### config.mk
export PLATFORM = sky130hd
export DESIGN_NAME = sorted_priority_queue
export DESIGN_NICKNAME = d
export VERILOG_FILES = /design/src/hw/rtl/spq_pkg.sv /design/src/hw/rtl/spq_cell.sv /design/src/hw/rtl/sorted_priority_queue.sv
export VERILOG_INCLUDE_DIRS = /design/src /design/src/hw/rtl
export SDC_FILE = /design/constraint.sdc
export NUM_CORES = 2
export LEC_CHECK = 0
export ABC_AREA = 1
export BUFFER_PORTS_ARGS = -buffer_cell sky130_fd_sc_hd__buf_2
export CELL_PAD_IN_SITES_DETAIL_PLACEMENT = 1
export CELL_PAD_IN_SITES_GLOBAL_PLACEMENT = 1
export CORE_ASPECT_RATIO = 0.75
export CORE_MARGIN = 1
export CORE_UTILIZATION = 48
export CTS_CLUSTER_DIAMETER = 120
export DETAILED_ROUTE_END_ITERATION = 12
export PLACE_DENSITY = 0.84
export SLEW_MARGIN = 20
export SYNTH_ARGS = -nofsm -noshare
export SYNTH_HDL_FRONTEND = slang
export SYNTH_SLANG_ARGS = --single-unit
### constraint.sdc
create_clock -name i_clk -period 4.84 [get_ports i_clk]
set_input_delay 0.726 -clock i_clk [delete_from_list [all_inputs] [get_ports i_clk]]
set_output_delay 0.726 -clock i_clk [all_outputs]
set_load 0.01 [all_outputs]
### src/hw/rtl/sorted_priority_queue_defines.svh
// ----------------------------------------------------------------------------
// Sorted priority queue: assertion macros
// Compiled out when SYNTH is defined.
// ----------------------------------------------------------------------------
`ifndef SORTED_PRIORITY_QUEUE_DEFINES_SVH
`define SORTED_PRIORITY_QUEUE_DEFINES_SVH

`ifndef SYNTH

// expr holds at every clock edge out of reset
`define SPQ_ASSERT_HOLD(label, clk, rst_n, expr) \
    label: assert property (@(posedge clk) disable iff (!rst_n) (expr)) \
        else $error("spq: invariant violated");

// cons holds in the cycle after ante
`define SPQ_ASSERT_NEXT(label, clk, rst_n, ante, cons) \
    label: assert property (@(posedge clk) disable iff (!rst_n) (ante) |=> (cons)) \
        else $error("spq: sequence violated");

`else

`define SPQ_ASSERT_HOLD(label, clk, rst_n, expr)
`define SPQ_ASSERT_NEXT(label, clk, rst_n, ante, cons)

`endif

`endif

### src/hw/rtl/spq_pkg.sv
// ----------------------------------------------------------------------------
// spq_pkg
// Sizes, codes and shared types of the sorted priority queue.
// ----------------------------------------------------------------------------
package spq_pkg;

    localparam int CAPACITY   = 32;
    localparam int KEY_BITS   = 16;
    localparam int TAG_BITS   = 16;
    localparam int CNT_BITS   = $clog2(CAPACITY + 1);
    localparam int COUNT_BITS = 6;   // width of the count port

    typedef enum logic {
        FUNC_INSERT = 1'b0,
        FUNC_REMOVE = 1'b1
    } t_func;

    typedef enum logic [1:0] {
        ST_OK    = 2'd0,
        ST_EMPTY = 2'd1,
        ST_FULL  = 2'd2
    } t_status;

    typedef struct packed {
        logic [KEY_BITS-1:0] key;
        logic [TAG_BITS-1:0] tag;
    } t_entry;

    // broadcast to every cell
    typedef struct packed {
        logic   ins;
        logic   rem;
        t_entry entry;
    } t_cell_ctl;

endpackage

### src/hw/rtl/spq_cell.sv
// ----------------------------------------------------------------------------
// spq_cell
// One slot of the sorted chain: holds an entry, shifts right on insert,
// left on remove.
// ----------------------------------------------------------------------------
module spq_cell (
    input  logic               i_clk,
    input  spq_pkg::t_cell_ctl i_ctl,
    input  logic               i_occupied,
    input  logic               i_left_shift,
    input  spq_pkg::t_entry    i_left,
    input  spq_pkg::t_entry    i_right,
    output logic               o_shift,
    output spq_pkg::t_entry    o_entry
);

    spq_pkg::t_entry r_entry;
    spq_pkg::t_entry n_entry;

    // new entry lands here or further left: strict compare keeps FIFO on ties
    assign o_shift = !i_occupied || (i_ctl.entry.key < r_entry.key);
    assign o_entry = r_entry;

    always_comb begin
        n_entry = r_entry;
        if (i_ctl.ins && o_shift) begin
            n_entry = i_left_shift ? i_left : i_ctl.entry;
        end else if (i_ctl.rem) begin
            n_entry = i_right;
        end
    end

    always_ff @(posedge i_clk) begin
        r_entry <= n_entry;
    end

endmodule

### src/hw/rtl/sorted_priority_queue.sv
// ----------------------------------------------------------------------------
// sorted_priority_queue
// Shift-register priority queue: a chain of CAPACITY cells kept in ascending
// key order, one insert or remove of the smallest entry per transfer.
// ----------------------------------------------------------------------------
//  channel | direction | handshake           | payload
//  --------+-----------+---------------------+----------------------------------
//  in      | input     | i_valid / o_ready   | i_func, i_key, i_item_tag
//  out     | output    | o_valid / i_ready   | o_status, o_out_key, o_out_tag,
//          |           |                     | o_count
//
//  In each operation all cells compare against the broadcast key and shift in
//  parallel, and the result goes to an output register.
//  One operation per cycle is sustained while the output is taken.
//  Reset clears the count and the output valid; cell contents are left as is.
//  A stalled output holds the result; o_ready stays high only while the
//  output register is empty or being drained in the same cycle.
// ----------------------------------------------------------------------------
`include "sorted_priority_queue_defines.svh"

module sorted_priority_queue (
    input  logic                         i_clk,
    input  logic                         i_rst_n,
    input  logic                         i_valid,
    output logic                         o_ready,
    input  logic                         i_func,
    input  logic [spq_pkg::KEY_BITS-1:0] i_key,
    input  logic [spq_pkg::TAG_BITS-1:0] i_item_tag,
    output logic                         o_valid,
    input  logic                         i_ready,
    output logic [1:0]                   o_status,
    output logic [spq_pkg::KEY_BITS-1:0] o_out_key,
    output logic [spq_pkg::TAG_BITS-1:0] o_out_tag,
    output logic [spq_pkg::COUNT_BITS-1:0] o_count
);

    localparam int CNT_W = spq_pkg::CNT_BITS;
    localparam int CAP   = spq_pkg::CAPACITY;

    // control state
    logic [CNT_W-1:0] r_count;
    logic [CNT_W-1:0] n_count;
    logic             r_out_valid;

    // result register (payload, no reset)
    spq_pkg::t_status r_status;
    spq_pkg::t_entry  r_out;

    logic             in_xfer;
    logic             full;
    logic             empty;
    logic             ins_ok;
    logic             rem_ok;
    spq_pkg::t_cell_ctl ctl;

    // chain wiring
    spq_pkg::t_entry  w_entry [CAP];
    logic             w_shift [CAP];
    logic             w_occ   [CAP];

    logic [CNT_W+spq_pkg::COUNT_BITS-1:0] count_ext;

    assign o_ready = !r_out_valid || i_ready;
    assign in_xfer = i_valid && o_ready;
    assign full    = (r_count == CNT_W'(CAP));
    assign empty   = (r_count == '0);
    assign ins_ok  = in_xfer && (spq_pkg::t_func'(i_func) == spq_pkg::FUNC_INSERT) && !full;
    assign rem_ok  = in_xfer && (spq_pkg::t_func'(i_func) == spq_pkg::FUNC_REMOVE) && !empty;

    assign ctl.ins       = ins_ok;
    assign ctl.rem       = rem_ok;
    assign ctl.entry.key = i_key;
    assign ctl.entry.tag = i_item_tag;

    always_comb begin
        n_count = r_count;
        if (ins_ok) begin
            n_count = r_count + CNT_W'(1);
        end else if (rem_ok) begin
            n_count = r_count - CNT_W'(1);
        end
    end

    // the cell chain; cell 0 holds the smallest key
    for (genvar g = 0; g < CAP; g++) begin : g_cell
        spq_pkg::t_entry left_d;
        spq_pkg::t_entry right_d;
        logic            left_sh;

        assign w_occ[g] = (r_count > CNT_W'(g));

        if (g == 0) begin : g_head
            assign left_d  = ctl.entry;
            assign left_sh = 1'b0;
        end else begin : g_mid
            assign left_d  = w_entry[g-1];
            assign left_sh = w_shift[g-1];
        end

        if (g == CAP - 1) begin : g_tail
            assign right_d = '0;
        end else begin : g_body
            assign right_d = w_entry[g+1];
        end

        spq_cell u_cell (
            .i_clk        (i_clk),
            .i_ctl        (ctl),
            .i_occupied   (w_occ[g]),
            .i_left_shift (left_sh),
            .i_left       (left_d),
            .i_right      (right_d),
            .o_shift      (w_shift[g]),
            .o_entry      (w_entry[g])
        );
    end

    always_ff @(posedge i_clk) begin
        if (!i_rst_n) begin
            r_count     <= '0;
            r_out_valid <= 1'b0;
        end else begin
            r_count <= n_count;
            if (in_xfer) begin
                r_out_valid <= 1'b1;
            end else if (i_ready) begin
                r_out_valid <= 1'b0;
            end
        end
    end

    // result payload
    always_ff @(posedge i_clk) begin
        if (in_xfer) begin
            r_out <= rem_ok ? w_entry[0] : '0;
            if (spq_pkg::t_func'(i_func) == spq_pkg::FUNC_REMOVE) begin
                r_status <= empty ? spq_pkg::ST_EMPTY : spq_pkg::ST_OK;
            end else begin
                r_status <= full ? spq_pkg::ST_FULL : spq_pkg::ST_OK;
            end
        end
    end

    // count reported after the operation, fitted to the port width
    assign count_ext = {{spq_pkg::COUNT_BITS{1'b0}}, r_count};

    assign o_valid   = r_out_valid;
    assign o_status  = r_status;
    assign o_out_key = r_out.key;
    assign o_out_tag = r_out.tag;
    assign o_count   = count_ext[spq_pkg::COUNT_BITS-1:0];

    // ------------------------------------------------------------------------
    // assertions
    // ------------------------------------------------------------------------
    `SPQ_ASSERT_HOLD(a_count_bound, i_clk, i_rst_n, r_count <= CNT_W'(CAP))
    `SPQ_ASSERT_NEXT(a_insert_grows, i_clk, i_rst_n, ins_ok, r_count == $past(r_count) + CNT_W'(1))
    `SPQ_ASSERT_HOLD(a_head_sorted, i_clk, i_rst_n, !(r_count >= CNT_W'(2)) || (w_entry[0].key <= w_entry[1].key))
    `SPQ_ASSERT_HOLD(a_empty_result, i_clk, i_rst_n, !(o_valid && o_status == spq_pkg::ST_EMPTY) || (r_count == '0 && o_out_key == '0))

endmodule

; Word level (Yosys, flattened, before mapping)
; Index checks and enable logic that the tools add are counted.
; W data, S select, Z words.
[op_classes]
n_eq_ne = 1
n_lt_le_gt_ge = 64
mul = 0
n_addsub = 2
n_bitwise = 1
mux = 102
n_div = 0
shift = 0
n_reduce_logical = 140
[op_table]
columns = operator, n
row1 = $mux W32, 95
row2 = $lt A16 B16 Y1, 32
row3 = $gt A6 B5 Y1 const B, 16
row4 = $reduce_bool A2 Y1, 34
row5 = $gt A6 B4 Y1 const B, 8
row6 = $logic_and A1 B1 Y1, 37
row7 = $logic_not A1 Y1, 35
row8 = $logic_or A1 B1 Y1, 33
row9 = $gt A6 B3 Y1 const B, 4
row10 = $gt A6 B1 Y1 const B, 2
row11 = $gt A6 B2 Y1 const B, 2
row12 = $mux W6, 2
row13 = $add A6 B1 Y6 const B, 1
row14 = $eq A6 B6 Y1 const B, 1
row15 = $logic_not A6 Y1, 1
row16 = $sub A6 B1 Y6 const B, 1
row17 = $mux W2, 2
row18 = $mux W1, 3
row19 = $not A1 Y1, 1
[totals]
ramBits = 0
inputBits = 37
out_inout_bits = 42
n_memories = 0
regBits = 1065
latchBits = 0
rom_bits = 0

; Longest topological paths before layout
[depth]
word_depth = 7
depth_mapped = 17
depth_no_buf = 15

; Cells and area by module
; Synthesis repeated with hierarchy kept, for this count alone.
[hier_totals]
hier_cells = 8095
hier_area_um2 = 74784.2
[by_module_without_submodules]
columns = mod, area_each_um2, cells_per_inst, instances, seq_area_each_um2
row1 = spq_cell (g_cell[0].u_cell ...), 2269.7, 245, 29, 960.9
row2 = spq_cell (g_cell[7].u_cell ...), 2233.4, 243, 3, 960.9
row3 = sorted_priority_queue, 2263.4, 261, 1, 1161.1

; Worst setup path after synthesis
; No wires, ideal clock.
[synth_path]
kind = input port to flip-flop
from = input i_ready
to = register g_cell[15].u_cell.r_entry (netlist bit g_cell[15].u_cell.o_entry[0]), enable pin
setup_slack_ns = 0.964
setup_time_ns = 0.389
n_path_buf = 2
arrival_time_ns = 3.487
path_stages = 10
required_time_ns = 4.451
path_cell_list = inv_1 -> nand2_1 -> nand2_1 -> inv_1 -> nand3_1 -> inv_2 -> clkbuf_1 -> nand2_1 -> clkbuf_1 -> nand2_1
[synth_via]
elab_chain_len = 6
[synth_rtl]
columns = item, line
row1 = "start, declared", sorted_priority_queue.sv:30  ; input logic i_ready,
row2 = $logic_or A1 B1 Y1 *, sorted_priority_queue.sv:63  ; assign o_ready = !r_out_valid || i_ready;
row3 = via o_ready, sorted_priority_queue.sv:25  ; output logic o_ready,
row4 = $logic_and A1 B1 Y1 *, sorted_priority_queue.sv:64  ; assign in_xfer = i_valid && o_ready;
row5 = via in_xfer, sorted_priority_queue.sv:49  ; logic in_xfer;
row6 = $logic_and A1 B1 Y1 (2 in series), sorted_priority_queue.sv:67  ; assign ins_ok = in_xfer && (spq_pkg::t_func'(i_func) == spq_pkg::FUNC_INSERT) && !full;
row7 = $logic_and A1 B1 Y1, spq_cell.sv:26  ; if (i_ctl.ins && o_shift) begin
row8 = $reduce_bool A2 Y1 (no line) *, n/a
row9 = "end signal, assigned", spq_cell.sv:34  ; r_entry <= n_entry;
row10 = "end, declared", spq_cell.sv:17  ; spq_pkg::t_entry r_entry;
; Mark *: on every way through the listed nets, which the timed path passes. The rest lies on a longest branch.
; A chain may end at the register's enable or synchronous reset.

==> results.cfg <==
[outcome]
status = finished clean

[floorplan]
die-area_sq_mm = 0.152
die_y_um = 337
io_pins = 79
fp.dieW_um = 449
initial_utilization = 0.486
coreArea_sq_mm = 0.148
num_rows = 122

[power]
p_leak_nw = 40.3
ir_drop_uv = 293
powerDensity_mw_per_mm2 = 425
power_frac_seq = 0.413
share_comb_of_total_power = 0.318
swShare = 0.393
clkPwrFrac = 0.269
power_switching_mw = 13.1
p_int_mw = 20.2

[drt]
dr.pass1.iters = 5
dr_total_vias = 70300
postRouteAntennaNets = 0
wire_per_inst_um = 23.4
first_iter_violations = 7466
drc = 0
vias_per_cell = 5.89
routed_wl_mm = 279

[setup_path]
r2r_slack_ns = 0.81
critical_path.endpoint_type = flip-flop
critPathBufInv = 4
critPathArrivalTime_ns = 4.59
crit_family = buffers and inverters
cpMaxStageDelayCell = clkinv_1
start_kind = input pin
criticalPathCategory = in -> reg
crit_path_frequent_cell = nand2_1
cp_max_fo = 33
worstPathRequired_ns = 5.34
path_cells = buf_4, buf_4, ha_1, a21oi_1, o21ai_0, a21oi_1, nand2_1, buf_4, nand2_1, nand2_1, clkinv_1, nand2_1, nand2_1
slowest_delay_ns = 1.01

[cells_and_area]
drive_gt1_frac = 0.0584
multi_input_area_sq_mm = 0.0350
fin_util = 0.528
filler_cell_count = 18900
finalNetCount = 10400
syn_to_final_growth_pct = 8.73
ff_latch_area_sq_mm = 0.0319

[global_route]
grt_pass1_wl_mm = 431
first_global_vias = 72500
grt_usage = 0.364
antenna_found_initial = 8
grt-ovfl-total = 0
grt_max_degree = 64

[cts]
clk_latency_ns = 0.79
cts_setup_buffers = 0
cts_tree = built
cts_buffers = 117
htree_levels = 3
cts.clk_slew.worst_paths_ns = 0.06
ctsResizeCount = 0
clock-root-buffer = clkbuf_16
ctsHoldBuffers = 0
cts.sinks = 1065
ctsLongestPathBuffers = 3

[synthesis]
ys.warnings.count = 0
ys_seq_elements = 1065
synth_edf_count = 1058
synth.distinct_cells = 40
synthFlopType = edfxtp_1
synth_area_sq_mm = 0.0720
synth_nets = 10500
synth-async-reset-ratio = 0
avgSynthCellArea_sq_um = 7.23
yosysSeqAreaShare = 0.443
syn_inst = 9963

[timing]
slew_headroom = 0.241
slew_violations = 0
fin_crit_sh = 0.846
finalHoldViolCount = 0
grt_setup_unrepaired = no
fin_skew_ns = 0.0467
worst_pin_slew_ns = 1.14
setup_violations = 0
min_period_ns = 4.09
finalSetupTns_ns = 0
timing.fmax_ghz = 0.244

[placement]
gp_congestion = 0.929
post-dp-hpwl_mm = 197
io_buffers = 78

[run]
maxCapViolCount = 0

[worst_hold_path]
holdCritPathClass = in -> reg
-- placed cells by master (no fill, tap or decap), types with 2 or more instances in the layout --
cell type   count
buf_2          63
nand4_1         4
a21oi_1       245
nand2_4         2
o21ai_0        56
ha_1          484
o21a_1         17
inv_2          33
nand2_2         8
clkinvlp_4      2
clkbuf_8        3
o21ai_1         2
a31oi_2         3
nor2_1        126
clkinv_8        2
clkbuf_1       31
nor2_2          3
clkinv_2       21
clkbuf_16     119
o31a_1          3
buf_4         282
inv_1         658
dfxtp_1         7
a21oi_2         2
diode_2         5
a31oi_1        16
clkinv_1       33
buf_12         12
edfxtp_1     1058
o31ai_4         2
inv_6           2
o21ai_2         6
nor2_4          2
nand2_1      5493
nand3_1      1092
bufinv_16       6
nor3_1         33
-- cell families after synthesis --
family,after synthesis,share of synthesized area
AND/OR/NAND/NOR,6766,0.373
buffers and inverters,1288,0.0721
flip-flops,1065,0.443
adder cells (fa/ha/maj),484,0.0841
AO/OA/AOI/OAI,360,0.0273
-- per-layer routing --
layer / part of all wire / vias to the layer above / wire, um / GRT usage
met5: 0.000039 / - / 11 / 0
met3: 0.092 / 642 / 25800 / 0.0746
li1: - / 31700 / - / -
met4: 0.041 / 2 / 11300 / 0.136
met2: 0.45 / 3064 / 125000 / 0.576
met1: 0.42 / 34900 / 117000 / 0.492
-- metrics by stage --
stage	area (sq um)	setup WS [ns]	total power, mW	hold slack (ns)	instances
2_1_floorplan	72000	0.964	20.1	0.494	9963
3_3_place_gp	74700	0.618	23.5	0.503	11700
3_5_place_dp	74700	0.472	24.1	0.511	11700
4_1_cts	78300	1.06	33.1	0.219	11900
5_1_grt	78300	0.482	34.9	0.264	11900
6_report	78300	0.748	33.3	0.264	11900
-- cells in the mapped netlist, drive strengths merged, types with 3 or more instances --
cell type,count,area [sq um]
nand3,1094,5480
clkbuf,374,1410
a21oi,247,1240
edfxtp,1058,31800
buf,218,1170
ha,484,6060
o21a,17,128
nor2,131,512
o31a,3,26.3
nor3,33,165
o31ai,3,36.3
dfxtp,7,140
inv,695,2610
nand4,4,25.0
o21ai,65,337
nand2,5503,20700
a31oi,20,146
-- area by class of cell --
cell class | count | share of cell area
diodes | 5 | 0.000160
inverters | 696 | 0.0334
multi-input cells | 7610 | 0.447
clock buffers | 153 | 0.0401
clock inverters | 62 | 0.00591
well taps | 1984 | 0.0317
repair buffers | 357 | 0.0341
flip-flops and latches | 1065 | 0.408
-- worst reg2reg max path, delay by kind of cell, from the launching register on --
| family | cells | cell delay [ns] |
|---|---|---|
| adders and majority gates | 1 | 0.24 |
| buffers and inverters | 4 | 1.68 |
| DFF | 1 | 0.44 |
| and+or+nand+nor | 5 | 1.38 |
-- state kept, by name (all words and copies together) (netlist names) --
signal	count
o_status	2
g_cell.u_cell.o_entry	1024
o_out_tag	16
o_valid	1
o_count	6
o_out_key	16
-- power by group through the flow --
stage / Combinational, mW / Sequential [mW] / Clock (mW)
2_1_floorplan: 6.84 / 13.2 / 0
3_3_place_gp: 9.67 / 13.9 / 0
3_5_place_dp: 10.3 / 13.9 / 0
4_1_cts: 10.4 / 13.7 / 9.01
5_1_grt: 11.7 / 13.9 / 9.31
6_report: 10.6 / 13.7 / 8.95
-- final timing paths --
kind                                      start                            end  cells past startpoint
setup reg to reg                     o_count[1]  g_cell[19].u_cell.o_entry[28]                     10
hold reg to reg   g_cell[31].u_cell.o_entry[15]  g_cell[30].u_cell.o_entry[15]                      2
setup / recovery                       i_key[8]  g_cell[19].u_cell.o_entry[28]                     13
hold / removal                          i_valid                        o_valid                      3
No activity file was read; power rests on OpenSTA's default activity.
